--- src/rtl/wmfp_pkg.sv ---
`default_nettype none
package wmfp_pkg;

   localparam int SSID_MAX_BYTES      = 32;
   localparam int SSID_ELEMENT_OFFSET = 36;

   localparam int POS_W      = 7;
   localparam int LEN_W      = 6;
   localparam int ADDR_BYTES = 6;
   localparam int SSID_IDX_W = (SSID_MAX_BYTES > 1) ? $clog2(SSID_MAX_BYTES) : 1;
   // one bank per descriptor queue slot
   localparam int MEM_AW     = SSID_IDX_W + 1;
   localparam int MEM_DEPTH  = 2 ** MEM_AW;
   localparam int OUT_DEPTH  = 4;
   localparam int OUT_AW     = 2;

   localparam logic [POS_W-1:0] POS_MAX        = '1;
   localparam logic [7:0]       FC_MASK        = 8'hFC;
   localparam logic [7:0]       FC_PROBE       = 8'h40;
   localparam logic [7:0]       FC_BEACON      = 8'h80;
   localparam logic [POS_W-1:0] PROBE_ADDR_AT  = 7'd10;
   localparam logic [POS_W-1:0] BEACON_ADDR_AT = 7'd16;
   localparam logic [7:0]       SSID_ELEMENT_ID = 8'h00;

   localparam logic [POS_W-1:0] SSID_ID_POS   = POS_W'(SSID_ELEMENT_OFFSET);
   localparam logic [POS_W-1:0] SSID_LEN_POS  = POS_W'(SSID_ELEMENT_OFFSET + 1);
   localparam logic [POS_W-1:0] SSID_TEXT_POS = POS_W'(SSID_ELEMENT_OFFSET + 2);
   localparam logic [POS_W-1:0] SSID_END_POS  =
      POS_W'(SSID_ELEMENT_OFFSET + 2 + SSID_MAX_BYTES);

   typedef enum logic {
      ITEM_DESC = 1'b0,
      ITEM_SSID = 1'b1
   } item_kind_type;

   typedef enum logic {
      KIND_PROBE  = 1'b0,
      KIND_BEACON = 1'b1
   } frame_kind_type;

   typedef struct packed {
      frame_kind_type     frame_kind;
      logic [47:0]        station_address;
      logic signed [7:0]  signal_strength;
      logic [LEN_W-1:0]   ssid_length;
   } desc_type;

   typedef struct packed {
      logic              en;
      logic [MEM_AW-1:0] addr;
      logic [7:0]        data;
   } ssid_wr_type;

   typedef struct packed {
      item_kind_type      item_type;
      frame_kind_type     frame_kind;
      logic [47:0]        station_address;
      logic signed [7:0]  signal_strength;
      logic [LEN_W-1:0]   ssid_length;
      logic [7:0]         ssid_byte;
      logic               last_result;
   } rsp_type;

endpackage
`default_nettype wire

--- src/rtl/wifi_mgmt_frame_parser.sv ---
// Management frame parser: takes captured 802.11 frames one byte per beat and
// returns a descriptor per probe request or beacon, followed by the SSID text
// bytes of a beacon that carries a complete SSID element.
// Input side: present a byte with push; it is taken on a clock edge where
// push is high and full is low. end_of_frame marks the last byte of a frame.
// Result side: while empty is low the oldest result is on the rsp_ ports;
// pop takes it. last_result marks the final result of a frame.
// Throughput: one byte per cycle, as long as fewer than two finished frames
// wait to be emitted; the two-entry descriptor queue and its two SSID banks
// set that limit, and full stays high while both hold a frame. Results leave
// at one per cycle while pop is held high, 1 + SSID length results per frame.
// The descriptor enters the queue at the edge that takes the last byte of its
// frame; it then passes the issue register and the output buffer to the ports.
// A stalled result side fills the output buffer, then the queue, then raises
// full; nothing is dropped. Reset drops any frame in progress and all queued
// results; the SSID buffer is not cleared.
`default_nettype none
module wifi_mgmt_frame_parser (
   input  wire logic              clock,
   input  wire logic              reset,
   input  wire logic              push,
   output logic                   full,
   input  wire logic [7:0]        req_frame_byte,
   input  wire logic              req_is_management,
   input  wire logic signed [7:0] req_signal_level,
   input  wire logic              req_end_of_frame,
   input  wire logic              pop,
   output logic                   empty,
   output logic                   rsp_item_type,
   output logic                   rsp_frame_kind,
   output logic [47:0]            rsp_station_address,
   output logic signed [7:0]      rsp_signal_strength,
   output logic [5:0]             rsp_ssid_length,
   output logic [7:0]             rsp_ssid_byte,
   output logic                   rsp_last_result
);

   logic                  accept, q_full, wr_slot, rd_slot;
   logic                  desc_push, head_valid, head_pop;
   wmfp_pkg::desc_type    desc, head_desc;
   wmfp_pkg::ssid_wr_type ssid_wr;
   wmfp_pkg::rsp_type     rsp;

   assign full   = q_full;
   assign accept = push && !q_full;

   wmfp_front u_front (
      .clock         (clock),
      .reset         (reset),
      .accept        (accept),
      .frame_byte    (req_frame_byte),
      .is_management (req_is_management),
      .signal_level  (req_signal_level),
      .end_of_frame  (req_end_of_frame),
      .wr_slot       (wr_slot),
      .desc          (desc),
      .desc_push     (desc_push),
      .ssid_wr       (ssid_wr)
   );

   wmfp_desc_queue u_queue (
      .clock      (clock),
      .reset      (reset),
      .push       (desc_push),
      .push_desc  (desc),
      .head_pop   (head_pop),
      .q_full     (q_full),
      .wr_slot    (wr_slot),
      .head_valid (head_valid),
      .rd_slot    (rd_slot),
      .head_desc  (head_desc)
   );

   wmfp_back u_back (
      .clock      (clock),
      .reset      (reset),
      .ssid_wr    (ssid_wr),
      .head_valid (head_valid),
      .rd_slot    (rd_slot),
      .head_desc  (head_desc),
      .head_pop   (head_pop),
      .pop        (pop),
      .empty      (empty),
      .rsp        (rsp)
   );

   assign rsp_item_type       = rsp.item_type;
   assign rsp_frame_kind      = rsp.frame_kind;
   assign rsp_station_address = rsp.station_address;
   assign rsp_signal_strength = rsp.signal_strength;
   assign rsp_ssid_length     = rsp.ssid_length;
   assign rsp_ssid_byte       = rsp.ssid_byte;
   assign rsp_last_result     = rsp.last_result;

endmodule
`default_nettype wire

--- src/rtl/wmfp_front.sv ---
`default_nettype none
module wmfp_front (
   input  wire logic                    clock,
   input  wire logic                    reset,
   input  wire logic                    accept,
   input  wire logic [7:0]              frame_byte,
   input  wire logic                    is_management,
   input  wire logic signed [7:0]       signal_level,
   input  wire logic                    end_of_frame,
   input  wire logic                    wr_slot,
   output wmfp_pkg::desc_type           desc,
   output logic                         desc_push,
   output wmfp_pkg::ssid_wr_type        ssid_wr
);

   logic [wmfp_pkg::POS_W-1:0] pos_ff, pos_in;
   logic [7:0]                 fc_ff, fc_in;
   logic [47:0]                addr_ff, addr_in;
   logic [7:0]                 eid_ff, eid_in;
   logic [7:0]                 dlen_ff, dlen_in;
   logic                       ignored_ff, ignored_in;

   logic                       first, ignored, is_probe, is_beacon, has_addr;
   logic [7:0]                 fc;
   logic [wmfp_pkg::POS_W-1:0] addr_at, addr_end, text_ofs;
   logic [wmfp_pkg::POS_W:0]   len;
   logic [wmfp_pkg::POS_W+1:0] ssid_need;
   logic                       len_ok, ssid_ok;

   always_comb begin
      first     = (pos_ff == '0);
      fc        = first ? (frame_byte & wmfp_pkg::FC_MASK) : fc_ff;
      ignored   = first ? !is_management : ignored_ff;
      is_probe  = (fc == wmfp_pkg::FC_PROBE);
      is_beacon = (fc == wmfp_pkg::FC_BEACON);
      has_addr  = is_probe || is_beacon;
      addr_at   = is_probe ? wmfp_pkg::PROBE_ADDR_AT :
                  is_beacon ? wmfp_pkg::BEACON_ADDR_AT : '0;
      addr_end  = addr_at + wmfp_pkg::POS_W'(wmfp_pkg::ADDR_BYTES);

      addr_in = addr_ff;
      for (int k = 0; k < wmfp_pkg::ADDR_BYTES; k++) begin
         if (has_addr && pos_ff == addr_at + wmfp_pkg::POS_W'(k)) begin
            addr_in[8*k +: 8] = frame_byte;
         end
      end

      eid_in  = eid_ff;
      dlen_in = dlen_ff;
      if (is_beacon && pos_ff == wmfp_pkg::SSID_ID_POS) begin
         eid_in = frame_byte;
      end
      if (is_beacon && pos_ff == wmfp_pkg::SSID_LEN_POS) begin
         dlen_in = frame_byte;
      end

      text_ofs      = pos_ff - wmfp_pkg::SSID_TEXT_POS;
      ssid_wr.en    = accept && is_beacon && pos_ff >= wmfp_pkg::SSID_TEXT_POS &&
                      pos_ff < wmfp_pkg::SSID_END_POS;
      ssid_wr.addr  = {wr_slot, text_ofs[wmfp_pkg::SSID_IDX_W-1:0]};
      ssid_wr.data  = frame_byte;

      len       = {1'b0, pos_ff} + (wmfp_pkg::POS_W+1)'(1);
      len_ok    = (len >= {1'b0, addr_end});
      ssid_need = (wmfp_pkg::POS_W+2)'(wmfp_pkg::SSID_ELEMENT_OFFSET + 2) +
                  (wmfp_pkg::POS_W+2)'(dlen_in);
      ssid_ok   = is_beacon &&
                  len > (wmfp_pkg::POS_W+1)'(wmfp_pkg::SSID_ELEMENT_OFFSET + 1) &&
                  eid_in == wmfp_pkg::SSID_ELEMENT_ID && dlen_in != '0 &&
                  dlen_in <= 8'(wmfp_pkg::SSID_MAX_BYTES) &&
                  {1'b0, len} >= ssid_need;

      desc.frame_kind      = is_beacon ? wmfp_pkg::KIND_BEACON : wmfp_pkg::KIND_PROBE;
      desc.station_address = addr_in;
      desc.signal_strength = signal_level;
      desc.ssid_length     = ssid_ok ? dlen_in[wmfp_pkg::LEN_W-1:0] : '0;
      desc_push            = accept && end_of_frame && !ignored && has_addr && len_ok;

      pos_in     = pos_ff;
      fc_in      = fc_ff;
      ignored_in = ignored_ff;
      if (accept) begin
         if (end_of_frame) begin
            // back to the idle frame state
            pos_in     = '0;
            fc_in      = '0;
            ignored_in = 1'b0;
            addr_in    = '0;
            eid_in     = '0;
            dlen_in    = '0;
         end else begin
            pos_in     = (pos_ff == wmfp_pkg::POS_MAX) ? pos_ff :
                         pos_ff + wmfp_pkg::POS_W'(1);
            fc_in      = fc;
            ignored_in = ignored;
         end
      end else begin
         addr_in = addr_ff;
         eid_in  = eid_ff;
         dlen_in = dlen_ff;
      end
   end

   always_ff @(posedge clock) begin
      if (reset) begin
         pos_ff     <= '0;
         fc_ff      <= '0;
         addr_ff    <= '0;
         eid_ff     <= '0;
         dlen_ff    <= '0;
         ignored_ff <= 1'b0;
      end else begin
         pos_ff     <= pos_in;
         fc_ff      <= fc_in;
         addr_ff    <= addr_in;
         eid_ff     <= eid_in;
         dlen_ff    <= dlen_in;
         ignored_ff <= ignored_in;
      end
   end

endmodule
`default_nettype wire

--- src/rtl/wmfp_desc_queue.sv ---
`default_nettype none
module wmfp_desc_queue (
   input  wire logic               clock,
   input  wire logic               reset,
   input  wire logic               push,
   input  wire wmfp_pkg::desc_type push_desc,
   input  wire logic               head_pop,
   output logic                    q_full,
   output logic                    wr_slot,
   output logic                    head_valid,
   output logic                    rd_slot,
   output wmfp_pkg::desc_type      head_desc
);

   wmfp_pkg::desc_type slot_ff [2];
   logic               wr_ptr_ff, wr_ptr_in;
   logic               rd_ptr_ff, rd_ptr_in;
   logic [1:0]         count_ff, count_in;

   always_comb begin
      q_full     = (count_ff == 2'd2);
      head_valid = (count_ff != 2'd0);
      wr_slot    = wr_ptr_ff;
      rd_slot    = rd_ptr_ff;
      head_desc  = slot_ff[rd_ptr_ff];
      wr_ptr_in  = push ? !wr_ptr_ff : wr_ptr_ff;
      rd_ptr_in  = head_pop ? !rd_ptr_ff : rd_ptr_ff;
      count_in   = count_ff + 2'(push) - 2'(head_pop);
   end

   always_ff @(posedge clock) begin
      if (push) begin
         slot_ff[wr_ptr_ff] <= push_desc;
      end
   end

   always_ff @(posedge clock) begin
      if (reset) begin
         wr_ptr_ff <= 1'b0;
         rd_ptr_ff <= 1'b0;
         count_ff  <= '0;
      end else begin
         wr_ptr_ff <= wr_ptr_in;
         rd_ptr_ff <= rd_ptr_in;
         count_ff  <= count_in;
      end
   end

endmodule
`default_nettype wire

--- src/rtl/wmfp_back.sv ---
`default_nettype none
module wmfp_back (
   input  wire logic                  clock,
   input  wire logic                  reset,
   input  wire wmfp_pkg::ssid_wr_type ssid_wr,
   input  wire logic                  head_valid,
   input  wire logic                  rd_slot,
   input  wire wmfp_pkg::desc_type    head_desc,
   output logic                       head_pop,
   input  wire logic                  pop,
   output logic                       empty,
   output wmfp_pkg::rsp_type          rsp
);

   logic [7:0]                  ssid_mem_ff [wmfp_pkg::MEM_DEPTH];
   logic [7:0]                  rd_data_ff;
   logic [wmfp_pkg::LEN_W-1:0]  idx_ff, idx_in, idx_m1;
   logic                        s1_valid_ff;
   wmfp_pkg::rsp_type           s1_item_ff, s1_item_in, out_wr_item;
   wmfp_pkg::rsp_type           out_buf_ff [wmfp_pkg::OUT_DEPTH];
   logic [wmfp_pkg::OUT_AW-1:0] out_wptr_ff, out_rptr_ff;
   logic [wmfp_pkg::OUT_AW:0]   out_count_ff, out_count_in;
   logic [wmfp_pkg::MEM_AW-1:0] rd_addr;
   logic                        issue, is_desc, last, pop_ok;

   always_comb begin
      // keep room for the item in flight
      issue   = head_valid &&
                (out_count_ff + (wmfp_pkg::OUT_AW+1)'(s1_valid_ff)) <
                (wmfp_pkg::OUT_AW+1)'(wmfp_pkg::OUT_DEPTH);
      is_desc = (idx_ff == '0);
      last    = is_desc ? (head_desc.ssid_length == '0) :
                          (idx_ff == head_desc.ssid_length);
      head_pop = issue && last;
      idx_in   = issue ? (last ? '0 : idx_ff + wmfp_pkg::LEN_W'(1)) : idx_ff;
      idx_m1   = idx_ff - wmfp_pkg::LEN_W'(1);
      rd_addr  = {rd_slot, idx_m1[wmfp_pkg::SSID_IDX_W-1:0]};

      s1_item_in.item_type       = is_desc ? wmfp_pkg::ITEM_DESC : wmfp_pkg::ITEM_SSID;
      s1_item_in.frame_kind      = head_desc.frame_kind;
      s1_item_in.station_address = head_desc.station_address;
      s1_item_in.signal_strength = head_desc.signal_strength;
      s1_item_in.ssid_length     = head_desc.ssid_length;
      s1_item_in.ssid_byte       = '0;
      s1_item_in.last_result     = last;

      out_wr_item = s1_item_ff;
      if (s1_item_ff.item_type == wmfp_pkg::ITEM_SSID) begin
         out_wr_item.ssid_byte = rd_data_ff;
      end

      empty        = (out_count_ff == '0);
      pop_ok       = pop && !empty;
      rsp          = out_buf_ff[out_rptr_ff];
      out_count_in = out_count_ff + (wmfp_pkg::OUT_AW+1)'(s1_valid_ff) -
                     (wmfp_pkg::OUT_AW+1)'(pop_ok);
   end

   always_ff @(posedge clock) begin
      if (ssid_wr.en) begin
         ssid_mem_ff[ssid_wr.addr] <= ssid_wr.data;
      end
      rd_data_ff <= ssid_mem_ff[rd_addr];
   end

   always_ff @(posedge clock) begin
      s1_item_ff <= s1_item_in;
      if (s1_valid_ff) begin
         out_buf_ff[out_wptr_ff] <= out_wr_item;
      end
   end

   always_ff @(posedge clock) begin
      if (reset) begin
         idx_ff       <= '0;
         s1_valid_ff  <= 1'b0;
         out_wptr_ff  <= '0;
         out_rptr_ff  <= '0;
         out_count_ff <= '0;
      end else begin
         idx_ff       <= idx_in;
         s1_valid_ff  <= issue;
         out_wptr_ff  <= out_wptr_ff + wmfp_pkg::OUT_AW'(s1_valid_ff);
         out_rptr_ff  <= out_rptr_ff + wmfp_pkg::OUT_AW'(pop_ok);
         out_count_ff <= out_count_in;
      end
   end

endmodule
`default_nettype wire

--- config.mk ---
export PLATFORM = sky130hd
export DESIGN_NAME = wifi_mgmt_frame_parser
export DESIGN_NICKNAME = d
export VERILOG_FILES = /design/src/rtl/wmfp_pkg.sv /design/src/rtl/wifi_mgmt_frame_parser.sv /design/src/rtl/wmfp_front.sv /design/src/rtl/wmfp_desc_queue.sv /design/src/rtl/wmfp_back.sv
export SDC_FILE = /design/constraint.sdc
export NUM_CORES = 1
export LEC_CHECK = 0
export BUFFER_PORTS_ARGS = -buffer_cell sky130_fd_sc_hd__buf_2
export CORE_MARGIN = 10
export CORE_UTILIZATION = 50
export CTS_BUF_LIST = sky130_fd_sc_hd__clkbuf_2 sky130_fd_sc_hd__clkbuf_4 sky130_fd_sc_hd__clkbuf_8
export DETAILED_ROUTE_END_ITERATION = 12
export GPL_ROUTABILITY_DRIVEN = 0
export GPL_TIMING_DRIVEN = 0
export PLACE_DENSITY = 0.66
export SLEW_MARGIN = 20
export SYNTH_ARGS = -nofsm -noshare
export SYNTH_HDL_FRONTEND = slang
export SYNTH_SLANG_ARGS = --single-unit
--- constraint.sdc ---
create_clock -name clock -period 16.4 [get_ports clock]
set_input_delay 4.1 -clock clock [delete_from_list [all_inputs] [get_ports clock]]
set_output_delay 4.1 -clock clock [all_outputs]
set_load 0.02 [all_outputs]
### Word level (Yosys, flattened, before mapping)

Memory sizes are Yosys's and may differ from the RTL's. A register that Yosys moved wholly into a read port is not among the register bits.
Index checks and enable logic that the tools add are counted.

| storage, ports and cells | value |
|---|---|
| logic and storage cells | 135 |
| bits in registers | 163 |
| memories | 3 |
| memory bits (writable) | 930 |
| bits of input ports | 22 |

Memories:

| name | depth | width | rd ports | clocked after Yosys merged registers in | write ports | line | source |
|---|---|---|---|---|---|---|---|
| u_back.ssid_mem_ff | 64 | 8 | 1 | 1 | 1 | wmfp_back.sv:15 | `logic [7:0] ssid_mem_ff [wmfp_pkg::MEM_DEPTH];` |
| u_back.out_buf_ff | 4 | 73 | 1 | 1 | 1 | wmfp_back.sv:20 | `wmfp_pkg::rsp_type out_buf_ff [wmfp_pkg::OUT_DEPTH];` |
| u_queue.slot_ff | 2 | 63 | 1 | 1 | 1 | wmfp_desc_queue.sv:15 | `wmfp_pkg::desc_type slot_ff [2];` |

| cells by class | value |
|---|---|
| multiplexer cells | 34 |
| equality and inequality tests | 14 |
| reductions and logical operators | 39 |
| add/subtract/negate cells | 18 |
| order comparisons | 7 |

Operators with widths:

| kind | number |
|---|---|
| 8-bit two-way mux | 13 |
| 48-bit two-way mux | 1 |
| 7-bit == test | 6 |
| 1-bit logical AND | 24 |
| 7-bit by 3-bit adder with 7-bit output (second input constant) | 3 |
| 7-bit two-way mux | 3 |
| 7-bit by 1-bit adder with 7-bit output (second input constant) | 2 |
| 7-bit by 2-bit adder with 7-bit output (second input constant) | 2 |
| 7-bit by 6-bit == test with 1-bit output (second input constant) | 2 |
| 1-bit two-way mux | 13 |
| 6-bit logical NOT | 2 |
| 6-bit two-way mux | 2 |
| 6-bit by 8-bit adder with 9-bit output (first input constant) | 1 |
| 8-bit by 9-bit >= comparator with 1-bit output | 1 |
| 7-bit by 1-bit adder with 8-bit output (second input constant) | 1 |
| 8-bit by 7-bit == test with 1-bit output (second input constant) | 1 |
| 8-bit == test (second input constant) | 1 |
| 8-bit by 7-bit >= comparator with 1-bit output | 1 |
| 8-bit by 6-bit > comparator with 1-bit output (second input constant) | 1 |
| 8-bit by 6-bit less-or-equal comparator with 1-bit output (second input constant) | 1 |
| 8-bit logical NOT | 1 |
| 8-bit nonzero test | 1 |
| 7-bit == test (second input constant) | 1 |
| 7-bit by 6-bit >= comparator with 1-bit output (second input constant) | 1 |
| 20 further kinds | 27 |

### Logic depth before layout (Yosys ltp)

| logic depth | value |
|---|---|
| depth in word-level cells | 11 |
| mapped depth | 16 |
| depth with buffers taken out | 15 |

### Hierarchy

A second synthesis with hierarchy kept.

| second synthesis, totals | value |
|---|---|
| cells, all modules | 2324 |
| area total of the unflattened synthesis | 43147.6 µm² |

Modules (own cells, without submodules):

| module | cells each | times used | area each (µm²) |
|---|---|---|---|
| wmfp_back | 1502 | 1 | 32900.3 |
| wmfp_front | 604 | 1 | 5165.0 |
| wmfp_desc_queue | 217 | 1 | 5068.6 |
| wifi_mgmt_frame_parser | 1 | 1 | 13.8 |

### Worst setup path before layout

OpenSTA, ideal clock, no wires.

| timing path | value |
|---|---|
| path kind | input-to-reg |
| from | in req_frame_byte[2] |
| to | mem u_queue.slot_ff[0][0] in the netlist's numbering (enable) |
| stages on the path | 10 |
| path slack | 7113 ps |
| required time | 15909 ps |
| arrival time | 8796 ps |
| library setup time | 491 ps |
| path through | nor4_1 -> nand4_1 -> o31a_1 -> ha_1 -> nand2_1 -> a21boi_0 -> o31a_1 -> o21ai_0 -> a2111oi_4 -> nor2b_1 |

| between the ends | value |
|---|---|
| word-level cells in the longest chain between the ends | 9 |
| elaborated cells between the ends (all ways) | 12 |
| those cells by class | add/sub (1); order compare (1); eq/ne (2); mux (5); reduce/logical (3) |

RTL lines:

| what | line | source |
|---|---|---|
| start, declared | wifi_mgmt_frame_parser.sv:23 | `input wire logic [7:0] req_frame_byte,` |
| 8-bit two-way mux * | wmfp_front.sv:32 | `fc = first ? (frame_byte & wmfp_pkg::FC_MASK) : fc_ff;` |
| 8-bit == test | wmfp_front.sv:35 | `is_beacon = (fc == wmfp_pkg::FC_BEACON);` |
| 5-bit two-way mux | wmfp_front.sv:38 | `is_beacon ? wmfp_pkg::BEACON_ADDR_AT : '0;` |
| 7-bit two-way mux | wmfp_front.sv:37 | `addr_at = is_probe ? wmfp_pkg::PROBE_ADDR_AT :` |
| 7-bit by 3-bit adder with 7-bit output | wmfp_front.sv:39 | `addr_end = addr_at + wmfp_pkg::POS_W'(wmfp_pkg::ADDR_BYTES);` |
| 8-bit by 7-bit >= comparator with 1-bit output | wmfp_front.sv:64 | `len_ok = (len >= {1'b0, addr_end});` |
| 1-bit logical AND * | wmfp_front.sv:77 | `desc_push = accept && end_of_frame && !ignored && has_addr && len_ok;` |
| via desc_push | wifi_mgmt_frame_parser.sv:39 | `logic desc_push, head_valid, head_pop;` |
| 1-bit two-way mux * | wmfp_desc_queue.sv:32 | `if (push) begin` |
| 1-bit two-way mux (implied by the code) * | wmfp_desc_queue.sv:33 | `slot_ff[wr_ptr_ff] <= push_desc;` |
| end, declared | wmfp_desc_queue.sv:15 |  |

The timed path passes the listed nets; every way through them passes the cells marked *.

==> impl_metrics.tcl <==
set metrics [dict create \
    p_int_uw 4570 \
    r2r_start "u_front.pos_ff[0]" \
    synth_edf_count 930 \
    setup_viol 0 \
    ff2ff_path_depth 16 \
    fin_tns_setup_ns 0 \
    row_count 106 \
    holdWs_ns 0.459 \
    path_class "primary input to register" \
    r2r_end "u_queue.slot_ff[0][1]" \
    nNetsFinal 2553 \
    power_density_nw_per_um2 123 \
    drive_above_1_share_pct 30.9 \
    wire_per_inst_um 24.0 \
    core_um2 83800 \
    synth-seq-area-share_pct 74.1 \
    hold_class "register to register" \
    combPwrFrac_pct 8.1 \
    relSlewSlack_pct 28.9 \
    clock_path_buffers 3 \
    crit_fanout 71 \
    min_period_over_period_pct 49.4 \
    tightest_slew_ns 1.07 \
    switching_power_uw 1370 \
    synth_cell_types 71 \
    syn_to_final_growth_pct 14.0 \
    grt_overflow 0 \
    ios 97 \
    grt_pass1_vias 22192 \
    cts_resized 0 \
    hold_start "u_back.out_wr_item[57]" \
    antenna_found_initial 6 \
    viasPerCell 5.70 \
    worstHoldPathCells 0 \
    cp-end-kind "register" \
    rsz0062_at_grt "no" \
    fin_ws_ns 8.31 \
    syn_avg_cell_area_um2 19.1 \
    synth_seq_cells 1102 \
    grt_first_pass_wirelength_mm 138 \
    max-cap-violations 0 \
    synth_area_um2 42300 \
    start_kind "primary input" \
    nFillCells 6311 \
    status "completed" \
    dieArea_um2 96700 \
    syn-num-nets 2262 \
    finalPower_uw 5940 \
    fin_area_um2 48300 \
    cts_hold_buf 0 \
    clock_power_share_pct 40.4 \
    via_count 21580 \
    worstPathArrival_ns 8.59 \
    final_cell_mix "930 x edfxtp_1, 241 x mux4_2, 190 x clkbuf_8" \
    fin_worst_skew_ns 0.0517 \
    switching_share_pct 23.1 \
    cts_sinks 1102 \
    grt_util_all_layers_pct 18.6 \
    syn_inst 2214 \
    port_buffers 96 \
    min_period_ns 8.09 \
    placed_cell_area_um2 44600 \
    cp.required_ns 16.90 \
    cts-root-buf "clkbuf_8" \
    drtIter0Drc 1709 \
    drt-pass1-iter-count 6 \
    drc 0 \
    cts_inserted_buffers 173 \
    min_to "u_back.out_buf_ff[0][57]" \
    multiInputGateArea_um2 10500 \
    mostFrequentLayoutCell "edfxtp_1" \
    ff_latch_area_um2 31400 \
    cts_tree "built" \
    clk_latency_ns 0.83 \
    ys.flop_type "edfxtp_1" \
    drt_wl_total_mm 91.0 \
    drtAntennaViolNets 0 \
    path_clk_slew_ns 0.06 \
    htree_num_levels 4 \
    fp.dieW_um 311 \
    cts_setup_buffers 0 \
    dpl_worst_slack_ns 7.56 \
    max_freq_mhz 124 \
    slew_viol_final 0 \
    p_leak_uw 0.0153 \
    reg2reg_slack_ns 11.28 \
    ir_drop_uv 71.3 \
    async_flop_share_pct 0 \
    ys_warn_count 0 \
    die_y_um 311 \
    grt_max_degree 72 \
    start_util_pct 50.5 \
    p_seq_share_pct 51.5 \
    place.detailed.hpwl_mm 59.0 \
    hold_viol_final 0 \
]
## worst max path at each step
| stage | slack (ns) | to | from |
|---|---|---|---|
| finish | 8.31 | u_queue.slot_ff[0][1] | req_frame_byte[2] |
| global route | 8.07 | u_queue.slot_ff[1][0] | req_frame_byte[2] |
| CTS | 8.40 | u_queue.slot_ff[0][1] | req_frame_byte[2] |
| detailed placement | 7.56 | u_queue.slot_ff[0][1] | req_frame_byte[2] |
| global placement | 3.97 | u_queue.slot_ff[0][34] | req_frame_byte[2] |
| floorplan | 7.11 | u_queue.slot_ff[0][0] | req_frame_byte[2] |
## synth_stat cells (all sizes together), types with 8 or more instances
master	instances	area, um^2
a211oi	9	67.6
a21oi	34	178
a22o	8	70.1
a22oi	21	158
a31oi	34	213
and2	11	68.8
and3	9	56.3
buf	53	241
clkbuf	60	225
dfxtp	172	3440
edfxtp	930	27900
ha	26	325
inv	18	67.6
mux2	115	1300
mux2i	9	103
mux4	241	5430
nand2	105	402
nand3	46	230
nor2	142	561
nor2b	18	113
nor3	19	100
nor4	20	168
o21ai	19	98.8
xnor2	18	158
xor2	14	123
## worst max-delay path: stages
cell and delay (ns):
buf_4 0.36, nor4_1 0.51, nand4_1 0.30, a21oi_1 0.32
buf_2 0.33, mux2i_1 0.18, ha_1 0.33, or3_1 0.42
a31oi_1 0.22, xor2_1 0.19, ha_1 0.26, and3_1 0.16
a221oi_1 0.67, nor4_1 0.19
## stage by stage
stage               std cells  utilization (%)
detailed placement       3464             53.2
CTS                      3783             57.6
global placement         3444             52.8
global route             3786             57.6
finish                   3787             57.6
floorplan                2214                -
## flip-flops by register name, indices dropped and copies added (netlist names), named ones only
name                 count
u_back.idx_ff            6
u_back.out_buf_ff      292
u_back.out_count_ff      3
u_back.out_rptr_ff       2
u_back.out_wptr_ff       2
u_back.out_wr_item      65
u_back.rd_data_ff        8
u_back.s1_valid_ff       1
u_back.ssid_mem_ff     512
u_front.addr_ff         48
u_front.dlen_ff          8
u_front.eid_ff           8
u_front.fc_ff            8
u_front.ignored_ff       1
u_front.pos_ff           7
u_queue.count_ff         2
u_queue.rd_slot          1
u_queue.slot_ff        126
u_queue.wr_slot          1
## power groups by stage
stage | combinational, uW | sequential [uW] | clock [uW]
global placement | 486 | 3120 | 0
CTS | 495 | 3060 | 2450
global route | 518 | 3060 | 2580
finish | 483 | 3060 | 2400
detailed placement | 493 | 3120 | 0
floorplan | 321 | 3110 | 0
## final cells by class
| cell class | instances | share of cell area (%) |
|---|---|---|
| flip-flops and latches | 1102 | 65.0 |
| plain buffers | 113 | 0.967 |
| well taps | 1134 | 2.94 |
| clock inverters | 78 | 1.40 |
| multi-input cells | 980 | 21.7 |
| repair buffers | 116 | 1.65 |
| clock buffers | 241 | 6.21 |
| diodes | 4 | 0.0207 |
| inverters | 19 | 0.148 |
## per-layer routing
layer	part of all wire, %	GRT usage [%]	routed length, um
met2	50	30.5	45100
met1	41	24.5	37300
met5	0.012	0	11
met3	6.4	3.95	5850
met4	3.0	6.84	2750
## cell families after synthesis
kind of cell	after synthesis	synth area share [%]
AOI/OAI and AO/OA	156	2.55
adders and majority gates	26	0.768
xor gates and xnor gates	32	0.662
DFF	1102	74.1
and+or+nand+nor	400	4.53
other	1	0.00886
buffers and inverters	132	1.27
muxes	365	16.1
(Power assumes the default switching activity.)
